## config.mk

```make
export PLATFORM = sky130hd
export DESIGN_NAME = glyph_alpha_rle_decoder_top
export DESIGN_NICKNAME = d
export VERILOG_FILES = /design/src/rtl/garle_pkg.sv /design/src/rtl/garle_cfg.sv /design/src/rtl/garle_dec.sv /design/src/rtl/garle_outq.sv /design/src/rtl/glyph_alpha_rle_decoder_top.sv
export VERILOG_INCLUDE_DIRS = /design/src /design/src/rtl
export SDC_FILE = /design/constraint.sdc
export NUM_CORES = 1
export LEC_CHECK = 0
export ABC_CLOCK_PERIOD_IN_PS = 11900
export BUFFER_PORTS_ARGS = -buffer_cell sky130_fd_sc_hd__buf_2
export CORE_MARGIN = 2
export CORE_UTILIZATION = 40
export CTS_BUF_LIST = sky130_fd_sc_hd__clkbuf_4
export DETAILED_ROUTE_END_ITERATION = 12
export GPL_TIMING_DRIVEN = 1
export PLACE_DENSITY = 0.66
export SLEW_MARGIN = 20
export SYNTH_ARGS = -nofsm -noshare
export SYNTH_HDL_FRONTEND = slang
export SYNTH_SLANG_ARGS = --single-unit
```

## constraint.sdc

```tcl
create_clock -name clk -period 11.9 [get_ports clk]
set_input_delay 2.38 -clock clk [delete_from_list [all_inputs] [get_ports clk]]
set_output_delay 2.38 -clock clk [all_outputs]
set_load 0.1 [all_outputs]
```

## src/rtl/glyph_alpha_rle_decoder_top_assert.svh

```systemverilog
// assertion helpers shared by the decoder modules
`ifndef GLYPH_ALPHA_RLE_DECODER_TOP_ASSERT_SVH
`define GLYPH_ALPHA_RLE_DECODER_TOP_ASSERT_SVH

// same-cycle implication, checked outside reset
`define GARLE_ASSERT_NOW(lbl, ante, cons, msg) \
  lbl: assert property (@(posedge clk) disable iff (!rst_n) (ante) |-> (cons)) \
    else $error(msg);

// next-cycle implication, checked outside reset
`define GARLE_ASSERT_NEXT(lbl, ante, cons, msg) \
  lbl: assert property (@(posedge clk) disable iff (!rst_n) (ante) |=> (cons)) \
    else $error(msg);

`endif

```

## src/rtl/garle_pkg.sv

```systemverilog
`default_nettype none

package garle_pkg;

  // command nibbles
  localparam logic [3:0] CMD_RUN_FULL = 4'hC;
  localparam logic [3:0] CMD_RUN_ZERO = 4'hD;
  localparam logic [3:0] CMD_RUN_VAL  = 4'hE;
  localparam logic [3:0] CMD_LITERAL  = 4'hF;

  // decoder modes
  localparam logic [2:0] MODE_CMD   = 3'd0;
  localparam logic [2:0] MODE_LIT   = 3'd1;
  localparam logic [2:0] MODE_COUNT = 3'd2;
  localparam logic [2:0] MODE_VALUE = 3'd3;
  localparam logic [2:0] MODE_STOP  = 3'd4;

  // pending run kinds
  localparam logic [1:0] PCMD_ZERO  = 2'd0;
  localparam logic [1:0] PCMD_FULL  = 2'd1;
  localparam logic [1:0] PCMD_VALUE = 2'd2;

  // register map
  localparam logic REG_WIDTH  = 1'b0;
  localparam logic REG_HEIGHT = 1'b1;

  localparam int unsigned NUM_SLOTS = 3;

  localparam logic [7:0] ALPHA_MAP [12] = '{
    8'd0, 8'd16, 8'd32, 8'd48, 8'd64, 8'd96,
    8'd128, 8'd160, 8'd192, 8'd224, 8'd240, 8'd255
  };

  // result of decoding one nibble
  typedef struct packed {
    logic [2:0] mode;
    logic [1:0] pcmd;
    logic [3:0] pcount;
    logic       want;
    logic [7:0] alpha;
    logic [3:0] rlen;
  } nib_res_t;

  // one output run
  typedef struct packed {
    logic [7:0]  alpha;
    logic [15:0] len;
    logic        last;
  } run_t;

  // up to three runs made by one byte
  typedef struct packed {
    logic [1:0] cnt;
    run_t [NUM_SLOTS-1:0] slot;
  } bundle_t;

  function automatic logic [7:0] map_alpha(input logic [3:0] idx);
    logic [7:0] a;
    a = 8'd255;
    if (idx < CMD_RUN_FULL) begin
      a = ALPHA_MAP[idx];
    end
    return a;
  endfunction

  function automatic nib_res_t take_cmd(input nib_res_t cur, input logic [3:0] v);
    nib_res_t r;
    r = cur;
    if (v == CMD_LITERAL) begin
      r.mode = MODE_LIT;
    end else if (v == CMD_RUN_ZERO) begin
      r.pcmd = PCMD_ZERO;
      r.mode = MODE_COUNT;
    end else if (v == CMD_RUN_FULL) begin
      r.pcmd = PCMD_FULL;
      r.mode = MODE_COUNT;
    end else if (v == CMD_RUN_VAL) begin
      r.pcmd = PCMD_VALUE;
      r.mode = MODE_COUNT;
    end else begin
      r.mode = MODE_STOP;
    end
    return r;
  endfunction

  function automatic nib_res_t nib_step(input logic [2:0] mode, input logic [1:0] pcmd,
                                        input logic [3:0] pcount, input logic [3:0] v);
    nib_res_t r;
    r.mode   = mode;
    r.pcmd   = pcmd;
    r.pcount = pcount;
    r.want   = 1'b0;
    r.alpha  = 8'd0;
    r.rlen   = 4'd0;
    unique case (mode)
      MODE_CMD: begin
        r = take_cmd(r, v);
      end
      MODE_LIT: begin
        if (v < CMD_RUN_FULL) begin
          r.want  = 1'b1;
          r.alpha = map_alpha(v);
          r.rlen  = 4'd1;
        end else begin
          r = take_cmd(r, v);
        end
      end
      MODE_COUNT: begin
        if (pcmd == PCMD_VALUE) begin
          r.pcount = v;
          r.mode   = MODE_VALUE;
        end else begin
          r.want  = 1'b1;
          r.alpha = (pcmd == PCMD_ZERO) ? 8'd0 : 8'd255;
          r.rlen  = v;
          r.mode  = MODE_CMD;
        end
      end
      MODE_VALUE: begin
        r.want  = 1'b1;
        r.alpha = map_alpha(v);
        r.rlen  = pcount;
        r.mode  = MODE_CMD;
      end
      default: begin
        // stopped: ignore nibbles until the last byte
      end
    endcase
    return r;
  endfunction

  // shorten a run to the pixels that remain
  function automatic logic [15:0] clip_len(input logic want, input logic [3:0] rlen,
                                           input logic [15:0] left);
    logic [15:0] l;
    l = {12'd0, rlen};
    if (!want) begin
      l = 16'd0;
    end else if (l > left) begin
      l = left;
    end
    return l;
  endfunction

endpackage

`default_nettype wire

```

## src/rtl/garle_cfg.sv

```systemverilog
`default_nettype none

module garle_cfg #(
  parameter int unsigned MAX_GLYPH_DIM = 255
) (
  input  wire logic        clk,
  input  wire logic        rst_n,
  input  wire logic        cfg_psel,
  input  wire logic        cfg_penable,
  input  wire logic        cfg_pwrite,
  input  wire logic [2:0]  cfg_paddr,
  input  wire logic [31:0] cfg_pwdata,
  output logic      [31:0] cfg_prdata,
  output logic             cfg_pready,
  output logic      [15:0] total_r
);
  import garle_pkg::*;

  logic [7:0]  width_r;
  logic [7:0]  height_r;
  logic [7:0]  width_lim;
  logic [7:0]  height_lim;
  logic [15:0] total_nxt;
  logic        wr_en;

  assign cfg_pready = 1'b1;
  assign wr_en      = cfg_psel && cfg_penable && cfg_pwrite && cfg_pready;

  // register writes
  always_ff @(posedge clk) begin
    if (!rst_n) begin
      width_r  <= 8'd16;
      height_r <= 8'd16;
    end else if (wr_en) begin
      if (cfg_paddr[2] == REG_WIDTH) begin
        width_r <= cfg_pwdata[7:0];
      end else begin
        height_r <= cfg_pwdata[7:0];
      end
    end
  end

  // read back
  assign cfg_prdata = (cfg_paddr[2] == REG_HEIGHT) ? {24'd0, height_r} : {24'd0, width_r};

  // pixel limit of the glyph, registered after the multiply
  assign width_lim  = (32'(width_r) > MAX_GLYPH_DIM) ? 8'(MAX_GLYPH_DIM) : width_r;
  assign height_lim = (32'(height_r) > MAX_GLYPH_DIM) ? 8'(MAX_GLYPH_DIM) : height_r;
  assign total_nxt  = {8'd0, width_lim} * {8'd0, height_lim};

  always_ff @(posedge clk) begin
    if (!rst_n) begin
      total_r <= 16'd256;
    end else begin
      total_r <= total_nxt;
    end
  end

endmodule

`default_nettype wire

```

## src/rtl/garle_dec.sv

```systemverilog
`default_nettype none

module garle_dec (
  input  wire logic                clk,
  input  wire logic                rst_n,
  input  wire logic                in_tvalid,
  output logic                     in_tready,
  input  wire logic [7:0]          in_tdata,   // [7:0] data_byte
  input  wire logic                in_tlast,   // last_byte
  input  wire logic [15:0]         total_r,
  input  wire logic                bundle_free,
  output logic                     bundle_ld,
  output garle_pkg::bundle_t       bundle_nxt
);
  import garle_pkg::*;

  logic        s1_valid_r;
  logic [7:0]  s1_byte_r;
  logic        s1_last_r;
  logic [2:0]  mode_r;
  logic [2:0]  mode_nxt;
  logic [1:0]  pcmd_r;
  logic [1:0]  pcmd_nxt;
  logic [3:0]  pcount_r;
  logic [3:0]  pcount_nxt;
  logic [15:0] emitted_r;
  logic [15:0] emitted_nxt;
  logic        s1_adv;
  nib_res_t    n1;
  nib_res_t    n2;
  logic [15:0] left0;
  logic [15:0] left1;
  logic [15:0] left2;
  logic [15:0] len1;
  logic [15:0] len2;
  logic        e1;
  logic        e2;
  run_t        r1;
  run_t        r2;
  run_t        pad;

  assign s1_adv    = s1_valid_r && bundle_free;
  assign in_tready = !s1_valid_r || bundle_free;
  assign bundle_ld = s1_adv;

  // input word register
  always_ff @(posedge clk) begin
    if (!rst_n) begin
      s1_valid_r <= 1'b0;
    end else if (in_tready) begin
      s1_valid_r <= in_tvalid;
    end
  end

  always_ff @(posedge clk) begin
    if (in_tready && in_tvalid) begin
      s1_byte_r <= in_tdata;
      s1_last_r <= in_tlast;
    end
  end

  // two nibble decodes, high nibble first
  always_comb begin
    left0 = (total_r > emitted_r) ? (total_r - emitted_r) : 16'd0;
    n1    = nib_step(mode_r, pcmd_r, pcount_r, s1_byte_r[7:4]);
    len1  = clip_len(n1.want, n1.rlen, left0);
    left1 = left0 - len1;
    n2    = nib_step(n1.mode, n1.pcmd, n1.pcount, s1_byte_r[3:0]);
    len2  = clip_len(n2.want, n2.rlen, left1);
    left2 = left1 - len2;
    e1    = (len1 != 16'd0);
    e2    = (len2 != 16'd0);
  end

  // pack the runs in order, padding run last
  always_comb begin
    r1  = '{alpha: n1.alpha, len: len1, last: 1'b0};
    r2  = '{alpha: n2.alpha, len: len2, last: 1'b0};
    pad = '{alpha: 8'd0, len: left2, last: 1'b1};
    bundle_nxt.cnt = 2'({1'b0, e1} + {1'b0, e2} + {1'b0, s1_last_r});
    if (e1) begin
      bundle_nxt.slot[0] = r1;
    end else if (e2) begin
      bundle_nxt.slot[0] = r2;
    end else begin
      bundle_nxt.slot[0] = pad;
    end
    bundle_nxt.slot[1] = (e1 && e2) ? r2 : pad;
    bundle_nxt.slot[2] = pad;
  end

  // decoder state update
  always_comb begin
    if (s1_last_r) begin
      mode_nxt    = MODE_CMD;
      pcmd_nxt    = PCMD_ZERO;
      pcount_nxt  = 4'd0;
      emitted_nxt = 16'd0;
    end else begin
      mode_nxt    = n2.mode;
      pcmd_nxt    = n2.pcmd;
      pcount_nxt  = n2.pcount;
      emitted_nxt = emitted_r + len1 + len2;
    end
  end

  always_ff @(posedge clk) begin
    if (!rst_n) begin
      mode_r    <= MODE_CMD;
      pcmd_r    <= PCMD_ZERO;
      pcount_r  <= 4'd0;
      emitted_r <= 16'd0;
    end else if (s1_adv) begin
      mode_r    <= mode_nxt;
      pcmd_r    <= pcmd_nxt;
      pcount_r  <= pcount_nxt;
      emitted_r <= emitted_nxt;
    end
  end

`include "glyph_alpha_rle_decoder_top_assert.svh"

  `GARLE_ASSERT_NEXT(a_clear_after_last, s1_adv && s1_last_r, mode_r == MODE_CMD && emitted_r == 16'd0, "decoder not cleared after last word")
  `GARLE_ASSERT_NEXT(a_s1_holds, s1_valid_r && !bundle_free, s1_valid_r && $stable(s1_byte_r), "stalled input word lost")

endmodule

`default_nettype wire

```

## src/rtl/garle_outq.sv

```systemverilog
`default_nettype none

module garle_outq (
  input  wire logic               clk,
  input  wire logic               rst_n,
  input  wire logic               bundle_ld,
  input  wire garle_pkg::bundle_t bundle_nxt,
  output logic                    bundle_free,
  output logic                    out_tvalid,
  input  wire logic               out_tready,
  output logic [23:0]             out_tdata,   // [7:0] alpha, [23:8] run_length
  output logic                    out_tlast    // last_run
);
  import garle_pkg::*;

  bundle_t    bundle_r;
  logic [1:0] cnt_r;
  logic [1:0] cnt_nxt;
  logic [1:0] idx_r;
  logic [1:0] idx_nxt;
  logic       out_fire;
  logic       at_end;
  run_t       cur;

  assign out_tvalid  = (cnt_r != 2'd0);
  assign out_fire    = out_tvalid && out_tready;
  assign at_end      = (idx_r == cnt_r - 2'd1);
  assign bundle_free = (cnt_r == 2'd0) || (out_fire && at_end);

  // serializer control
  always_comb begin
    cnt_nxt = cnt_r;
    idx_nxt = idx_r;
    if (bundle_ld) begin
      cnt_nxt = bundle_nxt.cnt;
      idx_nxt = 2'd0;
    end else if (out_fire) begin
      if (at_end) begin
        cnt_nxt = 2'd0;
        idx_nxt = 2'd0;
      end else begin
        idx_nxt = idx_r + 2'd1;
      end
    end
  end

  always_ff @(posedge clk) begin
    if (!rst_n) begin
      cnt_r <= 2'd0;
      idx_r <= 2'd0;
    end else begin
      cnt_r <= cnt_nxt;
      idx_r <= idx_nxt;
    end
  end

  // result register
  always_ff @(posedge clk) begin
    if (bundle_ld) begin
      bundle_r <= bundle_nxt;
    end
  end

  // current word
  always_comb begin
    unique case (idx_r)
      2'd0:    cur = bundle_r.slot[0];
      2'd1:    cur = bundle_r.slot[1];
      default: cur = bundle_r.slot[2];
    endcase
  end

  assign out_tdata = {cur.len, cur.alpha};
  assign out_tlast = cur.last;

`include "glyph_alpha_rle_decoder_top_assert.svh"

  `GARLE_ASSERT_NOW(a_idx_in_range, cnt_r != 2'd0, idx_r < cnt_r, "slot index past fill count")
  `GARLE_ASSERT_NOW(a_last_is_final, out_tvalid && out_tlast, at_end, "last run not in final slot")

endmodule

`default_nettype wire

```

## src/rtl/glyph_alpha_rle_decoder_top.sv

```systemverilog
// datapath: a byte accepted into the input word register is decoded and loaded
//   into the result register, which puts its first run on the output
// throughput: one byte per cycle while each byte makes at most one run and the
//   output is not stalled; a byte making more runs (up to three) holds the input
//   until the output port, one run per cycle while out_tready is high, takes them all
// reset: synchronous active-low rst_n clears decoder state, queues and sets
//   width and height to 16
`default_nettype none

module glyph_alpha_rle_decoder_top #(
  parameter int unsigned MAX_GLYPH_DIM = 255
) (
  input  wire logic        clk,
  input  wire logic        rst_n,
  input  wire logic        in_tvalid,
  output logic             in_tready,
  input  wire logic [7:0]  in_tdata,    // [7:0] data_byte
  input  wire logic        in_tlast,    // last_byte
  output logic             out_tvalid,
  input  wire logic        out_tready,
  output logic      [23:0] out_tdata,   // [7:0] alpha, [23:8] run_length
  output logic             out_tlast,   // last_run
  input  wire logic        cfg_psel,
  input  wire logic        cfg_penable,
  input  wire logic        cfg_pwrite,
  input  wire logic [2:0]  cfg_paddr,
  input  wire logic [31:0] cfg_pwdata,
  output logic      [31:0] cfg_prdata,
  output logic             cfg_pready
);
  import garle_pkg::*;

  logic [15:0] total_r;
  logic        bundle_free;
  logic        bundle_ld;
  bundle_t     bundle_nxt;

  // configuration registers and pixel limit
  garle_cfg #(
    .MAX_GLYPH_DIM(MAX_GLYPH_DIM)
  ) u_cfg (
    .clk         (clk),
    .rst_n       (rst_n),
    .cfg_psel    (cfg_psel),
    .cfg_penable (cfg_penable),
    .cfg_pwrite  (cfg_pwrite),
    .cfg_paddr   (cfg_paddr),
    .cfg_pwdata  (cfg_pwdata),
    .cfg_prdata  (cfg_prdata),
    .cfg_pready  (cfg_pready),
    .total_r     (total_r)
  );

  // input register and nibble decode
  garle_dec u_dec (
    .clk         (clk),
    .rst_n       (rst_n),
    .in_tvalid   (in_tvalid),
    .in_tready   (in_tready),
    .in_tdata    (in_tdata),
    .in_tlast    (in_tlast),
    .total_r     (total_r),
    .bundle_free (bundle_free),
    .bundle_ld   (bundle_ld),
    .bundle_nxt  (bundle_nxt)
  );

  // result register and run serializer
  garle_outq u_outq (
    .clk         (clk),
    .rst_n       (rst_n),
    .bundle_ld   (bundle_ld),
    .bundle_nxt  (bundle_nxt),
    .bundle_free (bundle_free),
    .out_tvalid  (out_tvalid),
    .out_tready  (out_tready),
    .out_tdata   (out_tdata),
    .out_tlast   (out_tlast)
  );

endmodule

`default_nettype wire
```

== Word-level counts from Yosys, hierarchy flattened ==
Memories as Yosys holds them, arrays and structs flattened.
Cells that the tools add are included.

* $add $sub $neg: 9
* Multipliers: 1
* Divide/modulo/power cells: 0
* Order comparisons: 7
* Eq/ne operators: 18
* Shift operators: 0
* Multiplexer cells: 61
* Bitwise gates (word level): 4
* Reductions and logical operators: 25

{| class="wikitable"
|+ Operator list
! cell !! count
|-
| 2-to-1 mux 16 bit || 6
|-
| case mux 13 bit (3 select lines) || 2
|-
| 2-to-1 mux 8 bit || 9
|-
| 2-to-1 mux 13 bit || 4
|-
| 2-to-1 mux 25 bit || 2
|-
| case mux 25 bit (2 select lines) || 1
|-
| subtractor 16 bit || 3
|-
| 2-to-1 mux 5 bit || 7
|-
| adder 16 bit || 2
|-
| equality test 4 bit (second input constant) || 8
|-
| greater-than comparator 4 x 16 -> 1 bit || 2
|-
| nonzero test 16 bit || 2
|-
| 2-to-1 mux 2 bit || 12
|-
| case mux 3 bit (4 select lines) || 2
|-
| 2-to-1 mux 3 bit || 6
|-
| 2-to-1 mux 9 bit || 2
|-
| 2-to-1 mux 17 bit || 1
|-
| greater-than comparator 16 bit || 1
|-
| multiplier 8 x 8 -> 16 bit || 1
|-
| case mux 4 bit (2 select lines) || 2
|-
| equality test 3 x 2 -> 1 bit (second input constant) || 4
|-
| 2-to-1 mux 4 bit || 3
|-
| >= comparator 5 bit (second input constant) || 2
|-
| NOT 4 -> 5 bit || 2
|-
| other kinds (19) || 39
|}

* Register bits: 137
* Latch bits: 0
* Bits in writable memories: 0
* Memory bits (read-only): 256
* Bits of input ports: 51
* Output and inout port bits: 60
* Memories: 2

{| class="wikitable"
|+ Memories
! memory !! depth !! bits a word !! rd ports !! clocked after Yosys merged registers in !! write ports !! RTL line !! RTL
|-
| (no name shown) || 16 || 8 || 1 || 0 || 0 || garle_pkg.sv:61 || <nowiki>a = ALPHA_MAP[idx];</nowiki>
|-
| (no name shown) || 16 || 8 || 1 || 0 || 0 || garle_pkg.sv:61 ||
|}

== Logic depth before layout (Yosys ltp) ==
Gate-level depths: netlist of the first run.

* Word-level depth: 21
* Gate-level depth with buffers: 54

== Modules after synthesis ==
From an unflattened synthesis of the first run, not the netlist that was laid out.

* Cells, all modules: 1430
* Area, all modules: 12512.0 sq um

{| class="wikitable"
|+ Modules (own cells, without submodules)
! module !! times used !! cells an instance !! area each (sq um) !! sequential area each (sq um)
|-
| garle_dec || 1 || 842 || 6169.7 || 790.8
|-
| garle_cfg || 1 || 397 || 3399.5 || 640.6
|-
| garle_outq || 1 || 191 || 2942.8 || 2332.2
|}

== Least setup slack after synthesis of the first run ==
No wires, ideal clock.

* Kind: reg2reg
* From: register u_dec.emitted_r[5]
* To: register u_dec.emitted_r[15]
* Library setup time: 121 ps
* Arrival time: 9451 ps
* Required time: 11779 ps
* Slack: 2328 ps
* Stages on the path, launching flop included: 50
* Buffers on the path: 3
* Period minus slack after synthesis: 9572 ps
* Cells stage by stage: dfxtp_1 inv_1 ha_1 or2_2 or3_1 and3_1 a21oi_2 nor2_1 inv_1 ha_1 a21oi_1 o22ai_1 o22ai_1 nor3_1 o2111ai_1 and4b_1 and4_4 or2_2 [... 14 more ...] and4b_1 buf_4 mux2i_2 buf_2 inv_1 fa_1 fa_1 a21o_1 a21oi_1 nor2b_1 o21a_1 o22a_1 a211o_1 a31o_2 a21oi_1 xor2_1 or3_1 o21ai_0

* Longest elaborated chain between the ends: 11
* Elaborated cells between the ends (all ways): 13

{| class="wikitable"
|+ Ends and longest elaborated chain
! item !! RTL line !! RTL
|-
| start, declared || garle_dec.sv:26 || <nowiki>logic [15:0] emitted_r;</nowiki>
|-
| start signal, assigned || garle_dec.sv:117 || <nowiki>emitted_r <= emitted_nxt;</nowiki>
|-
| subtractor 16 bit / greater-than comparator 16 bit (equally long branches) || garle_dec.sv:64 || <nowiki>left0 = (total_r > emitted_r) ? (total_r - emitted_r) : 16'd0;</nowiki>
|-
| 2-to-1 mux 16 bit || garle_dec.sv:64 ||
|-
| greater-than comparator 4 x 16 -> 1 bit || garle_pkg.sv:139 || <nowiki>end else if (l > left) begin</nowiki>
|-
| 2-to-1 mux 16 bit || garle_pkg.sv:139 ||
|-
| 2-to-1 mux 16 bit || garle_pkg.sv:137 || <nowiki>if (!want) begin</nowiki>
|-
| subtractor 16 bit || garle_dec.sv:67 || <nowiki>left1 = left0 - len1;</nowiki>
|-
| greater-than comparator 4 x 16 -> 1 bit || garle_pkg.sv:139 ||
|-
| 2-to-1 mux 16 bit || garle_pkg.sv:139 ||
|-
| 2-to-1 mux 16 bit || garle_pkg.sv:137 ||
|-
| adder 16 bit (*) || garle_dec.sv:103 || <nowiki>emitted_nxt = emitted_r + len1 + len2;</nowiki>
|-
| 2-to-1 mux 16 bit (*) || garle_dec.sv:94 || <nowiki>if (s1_last_r) begin</nowiki>
|}

Every way passes the cells marked *; elsewhere a longest branch is shown, timed or not.
A chain may end at the register's enable or synchronous reset.

== Worst setup path after layout of the first run ==
* From: register u_dec.emitted_r[0]
* To: register u_dec.emitted_r[15]

The elaborated chain is that of the path after synthesis.

==> impl_metrics.toml, run 1 <==
[status]
outcome = "finished, final reports clean"

[sta]
fin_tns_setup_ns = 0
min_period_ns = 10.54
final.setup.worst_slack_ns = 1.36
max_freq_mhz = 94.9
hold_violations = 0
clock_skew_ns = 0.0304
finalMaxSlewViolations = 0
finalSetupViolCount = 0
finalCritPeriodShare_pct = 88.6
slew-limit-headroom_pct = 40.8
grt_setup_unrepaired = "false"
worst_slew_pin_slew_ns = 0.888

[yosys]
ys.flop_type = "edfxtp_1"
synth-seq-cells = 131
synth_edf_count = 69
ys_async_sr_fraction_pct = 0
ys_types = 70
synth_seq_area_share_pct = 29.0
synth_warnings = 0
netlist_instances = 1303
syn_avg_cell_area_sq_um = 8.76
syn-cell-area_sq_mm = 0.0114

[power_and_ir_drop]
p_int_mw = 1.07
p_per_area_mw_per_mm2 = 151
fin_total_pwr_mw = 1.86
seq_power_share_pct = 33.8
power_frac_comb_pct = 47.2
peakVddDrop_uv = 89.6
switching_power_mw = 0.798
clkPwrFrac_pct = 19.1
p_leak_nw = 5.74
p_sw_share_pct = 42.8

[clock_network]
cts.sinks = 131
clk-insertion-delay-late_ns = 0.55
cts_made_buffers = 17
postCtsHoldBufs = 0
clk_pin_slew_worst_paths_ns = 0.14
cts-htree-levels = 4
ctsResizeCount = 0
cts_setup_buffers = 0
cts_tree = "yes"
root_buffer = "clkbuf_4"
clockBufferDepth = 2

[worst_setup_path]
crit_path_end_kind = "register"
worstSetupPathType = "register to register"
crit_arrival_ns = 11.00
crit_slowest_cell = "fa_1"
crit_fanout = 17
start_kind = "register"
cp.required_ns = 12.36
cp_common_cell = "a21oi_1"
cpPeakStageDelay_ns = 0.63

[finish]
area_growth_pct = 8.32
nFillCells = 2792
drive_above_1_share_pct = 9.12
nets = 1583
post-route-util_pct = 44.3

[drt]
post_drt_wl_per_cell_um = 13.3
ant_nets = 0
drtIter0Drc = 522
vias_per_cell = 5.01
wl_mm = 23.4
drc = 0
drtPass1Iterations = 5
via_count = 8812

[placed_design]
pre_cts_ws_ns = 1.37
io_buffers = 59
dp_hpwl_mm = 18.0
gp_congestion = 0.855

[global_routing]
grt_pass1_vias = 8577
grt_overflow = 0
grt_pass1_wl_mm = 40.7
track_usage_pct = 16.2
grt_max_degree = 64
antenna_found_initial = 1

[die]
num_rows = 61
die_area_sq_mm = 0.0299
die_w_um = 173
io_pins = 111
start_util_pct = 40.9
fp.dieH_um = 173
core_region_area_sq_mm = 0.0279

[job]
cap_viol_max_count = 0

[worst_hold_path]
min-delay-path-class = "register to register"
-- worst paths after layout --
path                       from                  end  slack, ns  cells after the start
max          u_dec.emitted_r[0]  u_dec.emitted_r[15]       1.36                     51
min             u_dec.pcmd_r[1]      u_dec.pcmd_r[1]       0.48                      2
max reg2reg  u_dec.emitted_r[0]  u_dec.emitted_r[15]       1.36                     51
min reg2reg     u_dec.pcmd_r[1]      u_dec.pcmd_r[1]       0.48                      2
-- cell usage in the layout (no fill, tap or decap), types with 22 or more instances in the layout --
master,Yosys,final
a21o_1,24,24
a21oi_1,67,67
and2_1,49,49
buf_2,5,59
conb_1,2,69
dfxtp_1,62,62
edfxtp_1,69,69
fa_1,56,56
ha_1,108,108
inv_1,138,137
nand2_1,146,146
nor2_1,85,85
o21ai_0,55,55
xnor2_1,36,36
xor2_1,22,22
-- worst max-delay path, delay by kind of cell, from the launching register on --
kind                       cells  cell delay (ns)
AOI/OAI and AO/OA             18             2.82
xor gates and xnor gates       1             0.19
muxes                          1             0.25
DFF                            1             0.37
adders and majority gates      8             2.90
and+or+nand+nor               16             3.05
buffers and inverters          7             0.84
-- per-layer routing --
| metal | global-route usage (%) | routed length, um | vias up |
|---|---|---|---|
| li1 | - | - | 4515 |
| met1 | 21.4 | 11200 | 4134 |
| met2 | 27.8 | 11200 | 144 |
| met3 | 2.68 | 857 | 19 |
| met4 | 3.67 | 235 | 0 |
| met5 | 0 | 0 | - |
-- power by group through the flow --
stage,clock (mW),sequential (mW),combinational (mW)
6_report,0.355,0.630,0.880
5_1_grt,0.381,0.636,0.993
4_1_cts,0.365,0.629,0.885
3_3_place_gp,0,0.637,0.865
3_5_place_dp,0,0.639,0.881
2_1_floorplan,0,0.627,0.752
-- synthesized netlist by cell type (22+ instances only) --
cell type	number	share of area, %
nand2_1	146	4.8
inv_1	138	4.5
ha_1	108	12
nor2_1	85	2.8
edfxtp_1	69	18
a21oi_1	67	2.9
dfxtp_1	62	11
fa_1	56	9.8
o21ai_0	55	2.4
and2_1	49	2.7
clkbuf_1	48	1.6
xnor2_1	36	2.8
buf_4	31	2.0
a21o_1	24	1.6
xor2_1	22	1.7
-- cell type report --
type                    instances  area (sq um)  area share [%]
diodes                          1          2.50          0.0202
clock buffers                  17           128            1.03
clock inverters                15           205            1.66
inverters                     139           524            4.24
multi-input cells            1013          7370            59.6
flip-flops and latches        131          3310            26.8
well taps                     378           473            3.82
repair buffers                 66           348            2.81
-- through the flow --
stage | hold slack [ns] | cells | area, sq um
floorplan | 0.417 | 1370 | 11700
global placement | 0.440 | 1727 | 12000
detailed placement | 0.454 | 1727 | 12000
CTS | 0.486 | 1759 | 12400
global route | 0.498 | 1760 | 12400
finish | 0.481 | 1760 | 12400
-- flip-flops by register name, summed over array words and instances, names as in the netlist --
| signal | flops |
|---|---|
| u_cfg.total_r | 16 |
| u_dec.emitted_r | 16 |
| u_outq.idx_r | 2 |
| u_dec.s1_valid_r | 1 |
| u_dec.pcount_r | 4 |
| u_outq.cnt_r | 2 |
| u_dec.pcmd_r | 2 |
| u_cfg.height_lim | 8 |
| u_dec.mode_r | 3 |
| u_outq.bundle_r | 60 |
| u_cfg.width_lim | 8 |
| u_dec.s1_byte_r | 8 |
| u_dec.s1_last_r | 1 |
-- logic make-up (layout without fill, tap and decap cells) --
kind of cell	after synthesis	in the layout	synth area share, %
flip-flops	131	131	29.0
other	2	70	0.0658
buffers and inverters	226	237	8.66
adder cells (fa/ha/maj)	164	164	21.7
AO/OA/AOI/OAI	295	295	17.0
multiplexers	20	20	1.90
XOR/XNOR	58	58	4.45
AND/OR/NAND/NOR	407	407	17.3
(Power assumes the default switching activity.)
==> run 2: changes to the inputs <==
- ABC_CLOCK_PERIOD_IN_PS: 11900 -> 10000
- clock period: 11.9 -> 10 ns (I/O delays scaled with it)
==> run 2 against run 1 <==
  * Clock power is 9.0% higher
  * Hold slack worse by 0.0030 ns
  * Core utilization is 1.5 points higher
  * Count of clock-buffer cells in the layout stayed put
==> impl_metrics.toml, run 2 (synthesis results as in run 1) <==
[drt]
drtIter0Drc = 384
vias_per_cell = 4.96
ant_nets = 0
drtPass1Iterations = 5
wl_mm = 24.0
drc = 0
via_count = 8925
post_drt_wl_per_cell_um = 13.4

[global_routing]
track_usage_pct = 16.1
grt_max_degree = 64
grt_overflow = 0
grt_pass1_vias = 8494
antenna_found_initial = 2
grt_pass1_wl_mm = 40.3

[die]
core_region_area_sq_mm = 0.0279
die_w_um = 173
start_util_pct = 40.9
die_area_sq_mm = 0.0299
io_pins = 111
num_rows = 61
fp.dieH_um = 173

[worst_setup_path]
startpoint = "u_dec.emitted_r[5]"
worstSetupPathType = "register to register"
start_kind = "register"
worstReg2RegStart = "u_dec.emitted_r[5]"
crit_buf_inv = 6
worst-path-stages = 50
reg2reg_slack_ns = 0.55
crit_arrival_ns = 9.92
cp_common_cell = "ha_1"
cp.required_ns = 10.47
cpPeakStageDelay_ns = 0.46
crit_slowest_cell = "fa_1"
regToRegEndpoint = "u_dec.emitted_r[15]"
crit_path_end_kind = "register"
crit_fanout = 6
crit_end = "u_dec.emitted_r[15]"
critPathTopFamily = "simple AND/OR/NAND/NOR gates"
rr_worst_depth = 50

[finish]
final_common_cell = "nand2_1"
drive_above_1_share_pct = 14.3
final_cells = 1798
largest_register_ffs = 60
area_growth_pct = 12.0
top_register = "u_outq.bundle_r"
layout_common_cells = "146 x nand2_1, 136 x inv_1, 98 x ha_1"
largestRegisters = "u_outq.bundle_r (60), u_cfg.total_r (16), u_dec.emitted_r (16)"
nFillCells = 2736
nets = 1618

[placed_design]
dp_hpwl_mm = 18.2
gp_congestion = 0.874
io_buffers = 59
place_inst = 1756

[clock_network]
cts-htree-levels = 4
clk-insertion-delay-late_ns = 0.59
clk_pin_slew_worst_paths_ns = 0.14
cts_tree = "yes"
cts.sinks = 131
root_buffer = "clkbuf_4"
clockBufferDepth = 2
cts_made_buffers = 17

[power_and_ir_drop]
p_leak_nw = 5.91
fin_total_pwr_mw = 2.22
peakVddDrop_uv = 78.2
p_per_area_mw_per_mm2 = 173

[sta]
worst_slew_pin_slew_ns = 0.902
timing.hold.ws_ns = 0.478
finalMaxSlewViolations = 0
min_period_ns = 9.45
hold_violations = 0
finalCritPeriodShare_pct = 94.5
slew-limit-headroom_pct = 39.9
finalSetupViolCount = 0
clock_skew_ns = 0.0300
max_freq_mhz = 106

[worst_hold_path]
min-delay-path-class = "register to register"

[job]
cap_viol_max_count = 0

[status]
outcome = "finished, final reports clean"
run 2: cell count changes in the layout (fill, tap and decap cells not counted), moves of 3 or more:
cell     previous run  this run
diode_2             1         4
a21oi_2             1         8
ha_4                0         4
buf_4               7        42
a21oi_1            67        59
dfxtp_2             0         6
o21ai_0            55        52
ha_1              108        98
ha_2                0         6
dfxtp_1            62        56
run 2: stage by stage:
stage | TNS [ns] | worst slack, ns | area [sq um] | util, %
6_report | 0 | 0.548 | 12800 | 45.8
5_1_grt | -0.0620 | -0.0620 | 12800 | 45.8
4_1_cts | 0 | 0.0331 | 12500 | 44.9
3_5_place_dp | -0.0270 | -0.0166 | 12200 | 43.8
3_3_place_gp | 0 | 0.162 | 12200 | 43.8
2_1_floorplan | 0 | 0.428 | 11700 | -
run 2: power breakdown:
group	total [mW]	switching, mW	internal (mW)
sequential	0.747	0.0299	0.717
clock	0.387	0.232	0.155
combinational	1.08	0.709	0.374
total	2.22	0.972	1.25
run 2: layer usage:
layer | GRT usage [%] | part of all wire (%)
met5 | 0 | 0
met2 | 27.3 | 49
met3 | 2.95 | 4.3
met4 | 4.06 | 0.89
met1 | 21.2 | 46
run 2: worst min-delay path by stage:
stage | startpoint | to | slack [ns] | depth (start not counted)
after CTS | u_dec.pcmd_r[1] | u_dec.pcmd_r[1] | 0.48 | 2
after global placement | u_dec.pcmd_r[1] | u_dec.pcmd_r[1] | 0.44 | 2
after detailed placement | u_dec.pcmd_r[1] | u_dec.pcmd_r[1] | 0.45 | 2
after floorplan | u_dec.pcmd_r[1] | u_dec.pcmd_r[1] | 0.42 | 2
after global routing | u_dec.pcmd_r[1] | u_dec.pcmd_r[1] | 0.49 | 2
final | u_dec.pcmd_r[1] | u_dec.pcmd_r[1] | 0.48 | 2
run 2: area by class of cell:
class / count / area (sq um) / share of cell area (%)
Tap cell: 378 / 473 / 3.70
Antenna cell: 4 / 10.0 / 0.0782
Multi-Input combinational cell: 1013 / 7550 / 59.0
Sequential cell: 131 / 3320 / 26.0
Timing Repair Buffer: 101 / 611 / 4.77
Clock inverter: 15 / 173 / 1.35
Clock buffer: 17 / 128 / 0.998
Inverter: 139 / 524 / 4.10
run 2: what timing repair did:
item / in CTS / in global routing
gates resized for setup: 1 / 51
setup buffers: 0 / 6
hold buffers: 0 / 0
setup endpoints to repair: 3 / 24
pin swaps: 0 / 14
run 2: worst reg2reg max path: cells and delay by family (launching register included):
family | cells | cell delay [ns]
XOR/XNOR | 2 | 0.33
adder cells (fa/ha/maj) | 8 | 2.43
flip-flops | 1 | 0.35
AND/OR/NAND/NOR | 17 | 3.06
multiplexers | 1 | 0.08
AO/OA/AOI/OAI | 16 | 2.38
buffers and inverters | 6 | 0.68
==> run 3: changes to the inputs <==
- CORE_MARGIN: 2 -> 1
==> run 3 against run 2 <==
  * Hold slack improved by 0.0057 ns
  * Sequential cell count stayed put
  * Power about the same
  * Sequential power is essentially flat
  * Core utilization is 0.18 points lower
  * Via count shrank 0.78%
  * Global-route usage is 0.63 points higher
  * Critical path depth decreased by 1
  * Critical path type unchanged
  * Highest routed layer unchanged
==> impl_metrics.toml, run 3 (synthesis results as in run 1) <==
[clock_network]
clk_pin_slew_worst_paths_ns = 0.13
root_buffer = "clkbuf_4"
cts_made_buffers = 17
cts_tree = "yes"
cts-htree-levels = 4
cts.sinks = 131
clk-insertion-delay-late_ns = 0.56
clockBufferDepth = 2
postCtsHoldBufs = 0

[power_and_ir_drop]
fin_total_pwr_mw = 2.22
peakVddDrop_uv = 96.3
p_leak_nw = 5.91
p_per_area_mw_per_mm2 = 174

[placed_design]
dp_hpwl_mm = 18.1
gp_congestion = 0.906
placed_cell_area_sq_mm = 0.0123
io_buffers = 59

[drt]
wl_met2_mm = 11.4
drtPass1Iterations = 5
drtIter0Drc = 395
drc = 0
wl_mm = 23.6
vias_per_cell = 4.93
post_drt_wl_per_cell_um = 13.1
via_count = 8855
ant_nets = 0
wl_met3_um = 758
route.top_layer_used = "met4"
drt-met1-wl_mm = 11.3

[worst_hold_path]
hold_start = "u_dec.pcmd_r[1]"
worstHoldPathCells = 2
min-delay-path-class = "register to register"

[worst_setup_path]
worstSetupPathType = "register to register"
cp_common_cell = "inv_1"
crit_slowest_cell = "fa_2"
rr_worst_depth = 49
cpPeakStageDelay_ns = 0.57
startpoint = "u_dec.emitted_r[5]"
start_kind = "register"
reg2reg_slack_ns = 0.51
crit_path_end_kind = "register"
crit_fanout = 6
worstReg2RegStart = "u_dec.emitted_r[5]"
crit_arrival_ns = 9.97
cp.required_ns = 10.48

[finish]
design_area_sq_mm = 0.0127
largest_register_ffs = 60
area_growth_pct = 11.6
post-route-util_pct = 45.6
layout_common_cells = "146 x nand2_1, 137 x inv_1, 100 x ha_1"
nets = 1620
top_register = "u_outq.bundle_r"
final_common_cell = "nand2_1"
largestRegisters = "u_outq.bundle_r (60), u_cfg.total_r (16), u_dec.emitted_r (16)"
drive_above_1_share_pct = 13.8

[global_routing]
grt_pass1_wl_mm = 39.5
antenna_found_initial = 2
grt_overflow = 0
grt_max_degree = 65
track_usage_pct = 16.7
grt_pass1_vias = 8345

[sta]
fin_tns_setup_ns = 0
worst_slew_pin_slew_ns = 0.880
max_freq_mhz = 105
finalSetupViolCount = 0
finalCritPeriodShare_pct = 94.9
clock_skew_ns = 0.0258
hold_violations = 0
slew-limit-headroom_pct = 41.4
min_period_ns = 9.49
finalMaxSlewViolations = 0

[die]
die_area_sq_mm = 0.0292
fp.dieH_um = 171
num_rows = 61
start_util_pct = 40.9
core_region_area_sq_mm = 0.0279
io_pins = 111
die_w_um = 171

[status]
outcome = "finished, final reports clean"

[job]
cap_viol_max_count = 0
==> run 3: cell count changes in the layout (fill, tap and decap cells not counted), sizes merged <==
| cell | delta |
|---|---|
| diode | -2 |
| buf | +2 |
| clkinv | +2 |
| inv | -4 |
| bufinv | +1 |
==> run 3: critical path, delay by kind of cell (launching register included) <==
kind / cells / cell delay [ns]
compound gates: 16 / 2.47
xor+xnor: 1 / 0.21
fa+ha+maj: 8 / 2.59
buf+inv: 6 / 0.39
flops: 1 / 0.35
mux: 1 / 0.20
simple gates: 17 / 3.21
==> run 3: final cells by class <==
type | count | area, sq um
Antenna cell | 2 | 5.00
Clock buffer | 17 | 128
Clock inverter | 14 | 163
Fill cell | 2770 | 15200
Inverter | 139 | 524
Multi-Input combinational cell | 1013 | 7510
Sequential cell | 131 | 3320
Tap cell | 378 | 473
Timing Repair Buffer | 103 | 626
==> run 3: power by group <==
| part | switching (mW) | total (mW) | leakage (nW) | internal (mW) |
|---|---|---|---|---|
| clock network | 0.213 | 0.384 | 0.151 | 0.171 |
| registers | 0.0299 | 0.747 | 1.16 | 0.717 |
| logic | 0.709 | 1.09 | 4.60 | 0.376 |
| total | 0.953 | 2.22 | 5.91 | 1.26 |
==> run 3: worst paths after layout <==
kind | end
max reg2reg | u_dec.emitted_r[15]
min reg2reg | u_dec.pcmd_r[1]
max | u_dec.emitted_r[15]
min | u_dec.pcmd_r[1]
==> run 3: per-layer routing <==
| layer | global-route usage (%) | vias to the layer above |
|---|---|---|
| li1 | - | 4585 |
| met1 | 22.0 | 4115 |
| met5 | 0 | - |
| met3 | 2.52 | 17 |
| met2 | 28.8 | 138 |
| met4 | 4.11 | 0 |
==> run 3: metrics by stage <==
step / hold slack [ns] / setup WS (ns) / instances
floorplan: 0.417 / 0.428 / 1370
global placement: 0.440 / 0.146 / 1758
detailed placement: 0.457 / -0.0414 / 1758
CTS: 0.487 / 0.0366 / 1789
global route: 0.506 / -0.0415 / 1797
finish: 0.484 / 0.511 / 1797
==> run 3: repair_timing <==
action                     CTS  global route
pin swaps                    0            12
setup endpoints to repair    1            19
gates resized for setup      1            40
setup buffers                0             6
